`src/design/dtq_pkg.sv`:
```
`default_nettype none

package dtq_pkg;

  // Sizing
  localparam int CAPACITY   = 16;
  localparam int DELAY_BITS = 16;
  localparam int EVENT_BITS = 8;
  localparam int IDX_W      = $clog2(CAPACITY);
  localparam int OCC_W      = $clog2(CAPACITY + 1);

  // Request opcodes
  typedef enum logic {
    OP_INSERT = 1'b0,
    OP_TICK   = 1'b1
  } op_e;

  // Response kinds
  typedef enum logic [1:0] {
    KIND_ACK     = 2'd0,
    KIND_FULL    = 2'd1,
    KIND_EXPIRED = 2'd2
  } kind_e;

  // Cell operation broadcast from the controller
  typedef enum logic [1:0] {
    CELL_HOLD,
    CELL_INSERT,
    CELL_DEC,
    CELL_SHIFT
  } cell_mode_e;

  // Controller states
  typedef enum logic [1:0] {
    ST_IDLE,
    ST_INSERT,
    ST_TICK,
    ST_POP
  } state_e;

  typedef struct packed {
    op_e                   op;
    logic [DELAY_BITS-1:0] delay;
    logic [EVENT_BITS-1:0] event_id;
  } req_t;

  typedef struct packed {
    kind_e                 kind;
    logic [EVENT_BITS-1:0] fired_event;
    logic                  last;
    logic [OCC_W-1:0]      pending;
  } rsp_t;

  typedef struct packed {
    cell_mode_e       mode;
    logic [OCC_W-1:0] occ;
  } cell_ctrl_t;

  // Entry traveling down the chain during an insert
  typedef struct packed {
    logic                  valid;
    logic                  placed;
    logic [DELAY_BITS-1:0] delta;
    logic [EVENT_BITS-1:0] ev;
  } tok_t;

endpackage

`default_nettype wire

```
`src/design/dtq_cell.sv`:
```
`default_nettype none

module dtq_cell (
  input  wire logic                            clk_i,
  input  wire logic                            rst_ni,
  input  wire logic [dtq_pkg::IDX_W-1:0]       idx_i,
  input  wire dtq_pkg::cell_ctrl_t             ctrl_i,
  input  wire dtq_pkg::tok_t                   tok_i,
  output dtq_pkg::tok_t                        tok_o,
  input  wire logic [dtq_pkg::DELAY_BITS-1:0]  nxt_delta_i,
  input  wire logic [dtq_pkg::EVENT_BITS-1:0]  nxt_ev_i,
  output logic [dtq_pkg::DELAY_BITS-1:0]       delta_o,
  output logic [dtq_pkg::EVENT_BITS-1:0]       ev_o
);

  logic [dtq_pkg::DELAY_BITS-1:0] delta_q, delta_d;
  logic [dtq_pkg::EVENT_BITS-1:0] ev_q, ev_d;
  dtq_pkg::tok_t                  tok_q, tok_d;
  logic                           occupied;
  logic                           is_head;

  assign occupied = dtq_pkg::OCC_W'(idx_i) < ctrl_i.occ;
  assign is_head  = idx_i == '0;

  // Entry update and token hand-off
  always_comb begin
    delta_d = delta_q;
    ev_d    = ev_q;
    tok_d   = '0;
    case (ctrl_i.mode)
      dtq_pkg::CELL_DEC: begin
        if (is_head && delta_q != '0) begin
          delta_d = delta_q - 1'b1;
        end
      end
      dtq_pkg::CELL_SHIFT: begin
        delta_d = nxt_delta_i;
        ev_d    = nxt_ev_i;
      end
      dtq_pkg::CELL_INSERT: begin
        if (tok_i.valid) begin
          if (!occupied) begin
            // first free slot: token comes to rest here
            delta_d = tok_i.delta;
            ev_d    = tok_i.ev;
          end else if (tok_i.placed) begin
            // ripple: swap in the displaced entry, pass ours on
            delta_d = tok_i.delta;
            ev_d    = tok_i.ev;
            tok_d   = '{valid: 1'b1, placed: 1'b1, delta: delta_q, ev: ev_q};
          end else if (tok_i.delta >= delta_q) begin
            // deadline at or past ours: walk on with the remainder
            tok_d       = tok_i;
            tok_d.delta = tok_i.delta - delta_q;
          end else begin
            // new entry goes here, our entry keeps only the difference
            delta_d = tok_i.delta;
            ev_d    = tok_i.ev;
            tok_d   = '{valid: 1'b1, placed: 1'b1, delta: delta_q - tok_i.delta, ev: ev_q};
          end
        end
      end
      default: begin
      end
    endcase
  end

  always_ff @(posedge clk_i) begin
    delta_q <= delta_d;
    ev_q    <= ev_d;
  end

  always_ff @(posedge clk_i or negedge rst_ni) begin
    if (!rst_ni) begin
      tok_q <= '0;
    end else begin
      tok_q <= tok_d;
    end
  end

  assign tok_o   = tok_q;
  assign delta_o = delta_q;
  assign ev_o    = ev_q;

endmodule

`default_nettype wire

```
`src/design/delta_timer_queue_top.sv`:
```
`default_nettype none
// Delta-list timer queue built as a chain of entry cells, head at cell 0.
// Insert: busy while the new entry walks the chain one cell a cycle, up to the tail;
//   the acknowledge appears in the cycle after the last walk step. A full queue answers next cycle.
// Tick: busy while the head is decremented and then the expiries pop, one expiry per cycle; empty queue: no busy.
// Results are registered and shown for one cycle; the receiver cannot stall.
// Reset (async, active low) empties the queue and returns to idle; entries need no clearing.

module delta_timer_queue_top (
  input  wire logic           clk_i,
  input  wire logic           rst_ni,
  input  wire logic           start_i,
  input  wire dtq_pkg::req_t  req_i,
  output logic                busy_o,
  output logic                rsp_valid_o,
  output dtq_pkg::rsp_t       rsp_o
);

  localparam int CAP = dtq_pkg::CAPACITY;

  dtq_pkg::state_e                state_q, state_d;
  logic [dtq_pkg::OCC_W-1:0]      occ_q, occ_d;
  logic [dtq_pkg::OCC_W-1:0]      step_q, step_d;
  dtq_pkg::tok_t                  inj_q, inj_d;
  logic                           rsp_valid_q, rsp_valid_d;
  dtq_pkg::rsp_t                  rsp_q, rsp_d;
  dtq_pkg::cell_ctrl_t            ctrl;

  dtq_pkg::tok_t                  tok [CAP+1];
  logic [dtq_pkg::DELAY_BITS-1:0] cell_delta [CAP+1];
  logic [dtq_pkg::EVENT_BITS-1:0] cell_ev [CAP+1];

  logic accept;
  logic full;
  logic head_zero;
  logic pop_last;

  assign accept    = start_i && (state_q == dtq_pkg::ST_IDLE);
  assign full      = occ_q == dtq_pkg::OCC_W'(CAP);
  assign head_zero = cell_delta[0] == '0;
  assign pop_last  = (occ_q == dtq_pkg::OCC_W'(1)) || (cell_delta[1] != '0);

  // Cell chain
  assign tok[0]          = inj_q;
  assign cell_delta[CAP] = '0;
  assign cell_ev[CAP]    = '0;

  for (genvar i = 0; i < CAP; i++) begin : g_cell
    dtq_cell u_cell (
      .clk_i       (clk_i),
      .rst_ni      (rst_ni),
      .idx_i       (dtq_pkg::IDX_W'(i)),
      .ctrl_i      (ctrl),
      .tok_i       (tok[i]),
      .tok_o       (tok[i+1]),
      .nxt_delta_i (cell_delta[i+1]),
      .nxt_ev_i    (cell_ev[i+1]),
      .delta_o     (cell_delta[i]),
      .ev_o        (cell_ev[i])
    );
  end

  // Next state
  always_comb begin
    state_d = state_q;
    case (state_q)
      dtq_pkg::ST_IDLE: begin
        if (accept) begin
          if (req_i.op == dtq_pkg::OP_INSERT && !full) begin
            state_d = dtq_pkg::ST_INSERT;
          end else if (req_i.op == dtq_pkg::OP_TICK && occ_q != '0) begin
            state_d = dtq_pkg::ST_TICK;
          end
        end
      end
      dtq_pkg::ST_INSERT: begin
        if (step_q == occ_q) begin
          state_d = dtq_pkg::ST_IDLE;
        end
      end
      dtq_pkg::ST_TICK: begin
        state_d = dtq_pkg::ST_POP;
      end
      dtq_pkg::ST_POP: begin
        if (!head_zero || pop_last) begin
          state_d = dtq_pkg::ST_IDLE;
        end
      end
      default: begin
        state_d = dtq_pkg::ST_IDLE;
      end
    endcase
  end

  // Outputs, cell control and datapath updates
  always_comb begin
    occ_d        = occ_q;
    step_d       = step_q;
    inj_d        = '0;
    rsp_valid_d  = 1'b0;
    rsp_d        = rsp_q;
    ctrl.mode    = dtq_pkg::CELL_HOLD;
    ctrl.occ     = occ_q;
    case (state_q)
      dtq_pkg::ST_IDLE: begin
        step_d = '0;
        if (accept && req_i.op == dtq_pkg::OP_INSERT) begin
          if (full) begin
            rsp_valid_d = 1'b1;
            rsp_d = '{kind: dtq_pkg::KIND_FULL, fired_event: '0, last: 1'b1, pending: occ_q};
          end else begin
            // zero delay fires on the next tick
            inj_d.valid  = 1'b1;
            inj_d.placed = 1'b0;
            inj_d.delta  = (req_i.delay == '0) ? dtq_pkg::DELAY_BITS'(1) : req_i.delay;
            inj_d.ev     = req_i.event_id;
          end
        end
      end
      dtq_pkg::ST_INSERT: begin
        ctrl.mode = dtq_pkg::CELL_INSERT;
        step_d    = step_q + 1'b1;
        if (step_q == occ_q) begin
          occ_d       = occ_q + 1'b1;
          rsp_valid_d = 1'b1;
          rsp_d = '{kind: dtq_pkg::KIND_ACK, fired_event: '0, last: 1'b1,
                    pending: occ_q + 1'b1};
        end
      end
      dtq_pkg::ST_TICK: begin
        ctrl.mode = dtq_pkg::CELL_DEC;
      end
      dtq_pkg::ST_POP: begin
        if (head_zero) begin
          ctrl.mode   = dtq_pkg::CELL_SHIFT;
          occ_d       = occ_q - 1'b1;
          rsp_valid_d = 1'b1;
          rsp_d = '{kind: dtq_pkg::KIND_EXPIRED, fired_event: cell_ev[0], last: pop_last,
                    pending: occ_q - 1'b1};
        end
      end
      default: begin
      end
    endcase
  end

  always_ff @(posedge clk_i or negedge rst_ni) begin
    if (!rst_ni) begin
      state_q     <= dtq_pkg::ST_IDLE;
      occ_q       <= '0;
      step_q      <= '0;
      inj_q       <= '0;
      rsp_valid_q <= 1'b0;
    end else begin
      state_q     <= state_d;
      occ_q       <= occ_d;
      step_q      <= step_d;
      inj_q       <= inj_d;
      rsp_valid_q <= rsp_valid_d;
    end
  end

  always_ff @(posedge clk_i) begin
    rsp_q <= rsp_d;
  end

  assign busy_o      = state_q != dtq_pkg::ST_IDLE;
  assign rsp_valid_o = rsp_valid_q;
  assign rsp_o       = rsp_q;

  // Checks
  a_tok_absorbed: assert property (@(posedge clk_i) disable iff (!rst_ni)
    !tok[CAP].valid)
    else $error("insert token ran off the end of the chain");

  a_occ_range: assert property (@(posedge clk_i) disable iff (!rst_ni)
    occ_q <= dtq_pkg::OCC_W'(CAP))
    else $error("occupancy above capacity");

  a_walk_bound: assert property (@(posedge clk_i) disable iff (!rst_ni)
    state_q == dtq_pkg::ST_INSERT |-> step_q <= occ_q)
    else $error("insert walk passed the tail");

  a_expire_from_pop: assert property (@(posedge clk_i) disable iff (!rst_ni)
    rsp_valid_q && rsp_q.kind == dtq_pkg::KIND_EXPIRED |-> $past(state_q) == dtq_pkg::ST_POP)
    else $error("expiry reported outside pop phase");

endmodule

`default_nettype wire
```
`config.mk`:
```
export PLATFORM = sky130hd
export DESIGN_NAME = delta_timer_queue_top
export DESIGN_NICKNAME = d
export VERILOG_FILES = /design/src/design/dtq_pkg.sv /design/src/design/dtq_cell.sv /design/src/design/delta_timer_queue_top.sv
export SDC_FILE = /design/constraint.sdc
export NUM_CORES = 2
export LEC_CHECK = 0
export BUFFER_PORTS_ARGS = -buffer_cell sky130_fd_sc_hd__buf_2
export CORE_MARGIN = 1
export CORE_UTILIZATION = 45
export CTS_CLUSTER_DIAMETER = 200
export CTS_CLUSTER_SIZE = 28
export DETAILED_ROUTE_END_ITERATION = 7
export GPL_ROUTABILITY_DRIVEN = 0
export SYNTH_ARGS = -nofsm -noshare
export SYNTH_HDL_FRONTEND = slang
export SYNTH_SLANG_ARGS = --single-unit
```
`constraint.sdc`:
```
create_clock -name clk_i -period 10.5 [get_ports clk_i]
set_input_delay 1.05 -clock clk_i [delete_from_list [all_inputs] [get_ports clk_i]]
set_output_delay 1.05 -clock clk_i [all_outputs]
set_load 0.01 [all_outputs]
```
==> flow_summary.ini <==
[status]
outcome = finished clean

[final_layout]
final_common_cell = nand2_1
drive_gt1_share_pct = 4.29
nNetsFinal = 6748
area_growth_pct = 4.34
final_cell_mix = nand2_1, inv_1, ha_1
utilization_pct = 47.3
antenna_cells = 0

[timing]
tns_ns = 0
timing_hold_violations_final = 0
skew_ns = 0.0496
timing.final.crit_share_pct = 43.0
setup_viol = 0
tightestPinTransition_ns = 1.26
finalCriticalPeriod_ns = 4.51
slew_violations = 0
rsz0062_at_grt = no
fmax_mhz = 222
max-slew-margin-rel_pct = 15.7

[route]
drt_drc_violations_left = 0
viasPerCell = 5.66
wl_um = 153000
antenna_left = 0
drt-initial-drc-count = 4063
routedWlPerCell_um = 19.5
dr.pass1.iters = 6
vias = 44600

[yosys]
synth-compound-area-share_pct = 18.1
synthArstFlopShare_pct = 51.7
synth_top_family_by_area = compound AO/OA/AOI/OAI gates
yosys_warnings = 0
syn_area_sq_mm = 0.0568
ys.flop_type = dfrtp_1
ys_types = 108
synth_edf_count = 400
synth_seq_area_share_pct = 40.0
synthXorXnorAreaFrac_pct = 3.27
synth_fp_nets = 6930
syn_inst = 6384
syn_avg_cell_area_sq_um = 8.90
synthMuxAreaShare_pct = 4.49
ys_ff_latch = 828
post_synth_and_or_nand_nor_area_fraction_pct = 15.9
synthAdderAreaFrac_pct = 11.8

[placed_design]
port_buffers = 45
dp_hpwl_um = 113000

[clocking]
numCtsBuffers = 35
cts_sinks = 828
clk_root_buffer_cell = clkbuf_16
clk_latency_ns = 0.66
clkSlewWorstSetupHoldPaths_ns = 0.12
tritoncts = done
cts_buffer_depth = 3
cts_hold_buf = 0
cts_setup_buffers = 0
post_cts_resized = 0
htree_levels = 2

[setup_path]
cp.arrival_ns = 4.79
critPathLaunchType = register
critPathKind = reg2reg
critical_path_buf_inv_count = 2
rr_worst_depth = 13
critical-path-max-stage-delay_ns = 0.81
crit_path_frequent_cell = nand2_1
critical_path.cell_chain = ha_1 > inv_1 > fa_1 > a21o_1 > o2bb2ai_2 > o41ai_4 > o2111ai_1 > a31oi_4 > nor2_1 > buf_4 > nand2_1 > nand3_1 > nand2_1
slowest_stage = a31oi_4
crit_required_ns = 10.78
path_max_fanout = 27
crit_cells = 13
end_kind = register
crit_family = compound AO/OA/AOI/OAI gates
reg2reg_from = g_cell[1].u_cell.delta_o[0]$_DFFE_PP_
crit_path_start = g_cell[1].u_cell.delta_o[0]$_DFFE_PP_

[flow_run]
cap_violations = 0

[grt]
antenna_found_initial = 1
grt_pass1_vias = 43300
grt_start_max_net_pins = 216
grt-ovfl-total = 0
grt_pass1_wl_um = 246000
grt_util_all_layers_pct = 23.8

[floorplanning]
die_h_um = 357
die-area_sq_mm = 0.128
initial_core_util_pct = 45.3
die_w_um = 357
row_count = 130
io_pins = 46
coreArea_sq_mm = 0.125

[power_and_ir_drop]
ir_drop_mv = 0.157
leakage_uw = 0.0266
power_density_mw_per_mm2 = 125

[min_path]
hp-class = in2async
==> layout make-up <==
class	count	area, sq um
tap	1650	2060
multi-input combinational	4626	30500
fill	12000	66100
clock buffer	59	987
sequential	828	22700
timing repair buffer	104	703
inverter	607	2280
clock inverter	3	41.3
==> routing by layer <==
metal  wire length, um  track usage, %  up-vias
met4              2580            4.30        0
met3              6150            1.90      149
met2             71200            38.5     1021
li1                  -               -    21700
met1             73400            35.1    21700
met5                 0               0        -
==> kinds of logic after synthesis <==
group,Yosys count
xor+xnor,212
compound gates,1601
flops,828
simple gates,2044
mux,251
buf+inv,930
fa+ha+maj,518
==> state kept, by name, summed over array words and instances, names as in the netlist <==
| signal | flops |
|---|---|
| g_cell.u_cell.tok_o | 390 |
| g_cell.u_cell.delta_o | 256 |
| g_cell.u_cell.ev_o | 128 |
| inj_q | 25 |
| rsp_o | 16 |
| occ_q | 5 |
| step_q | 5 |
| state_q | 2 |
| rsp_valid_o | 1 |
==> Yosys cell counts (30+ instances only) <==
cell | number | area [sq um]
a21o_1 | 170 | 1280
nor2_1 | 487 | 1830
a31oi_1 | 57 | 357
mux2i_1 | 225 | 2250
dfrtp_1 | 428 | 10700
o21ai_0 | 408 | 2040
inv_1 | 602 | 2260
and2_1 | 57 | 357
ha_1 | 488 | 6110
o22ai_1 | 43 | 269
nor3_1 | 108 | 541
o211ai_1 | 38 | 285
a211oi_1 | 132 | 991
edfxtp_1 | 400 | 12000
clkbuf_1 | 234 | 878
nand4_1 | 35 | 219
nand3_1 | 136 | 681
o31ai_1 | 32 | 240
nand2_1 | 934 | 3510
o21a_1 | 38 | 285
xnor2_1 | 107 | 937
xor2_1 | 105 | 920
nor2b_1 | 64 | 400
a21oi_1 | 452 | 2260
and3_1 | 76 | 475
fa_1 | 30 | 601
nand2b_1 | 37 | 231
o21bai_1 | 30 | 225
buf_2 | 54 | 270
==> stage by stage <==
step,setup slack (ns),hold slack (ns),total power (uW),std cells,cell area (sq um)
floorplan,5.80,0.484,5140,6384,56800
global placement,6.01,0.493,5740,7815,58300
detailed placement,6.05,0.497,5740,7815,58300
CTS,6.00,0.263,7490,7877,59300
global route,5.65,0.289,7800,7877,59300
finish,5.99,0.294,7430,7877,59300
==> power by group <==
part | switching (uW) | internal, uW | leakage (uW)
Sequential | 120 | 3660 | 0.00956
Combinational | 1390 | 512 | 0.0166
Clock | 1090 | 664 | 0.000489
==> final timing paths <==
path | end | slack, ns
worst max-delay path | g_cell[1].u_cell.ev_o[3]$_DFFE_PP_ | 5.99
worst min-delay path | inj_q[18]$_DFF_PN0_ | 0.29
worst max register to register | g_cell[1].u_cell.ev_o[3]$_DFFE_PP_ | 5.99
worst min register to register | g_cell[4].u_cell.tok_o[0]$_DFF_PN0_ | 0.53
max in group asynchronous | g_cell[8].u_cell.tok_o[13]$_DFF_PN0_ | 8.01
min in group clk_i | g_cell[4].u_cell.tok_o[0]$_DFF_PN0_ | 0.53
Note: power is estimated with default switching activity, not from simulation.
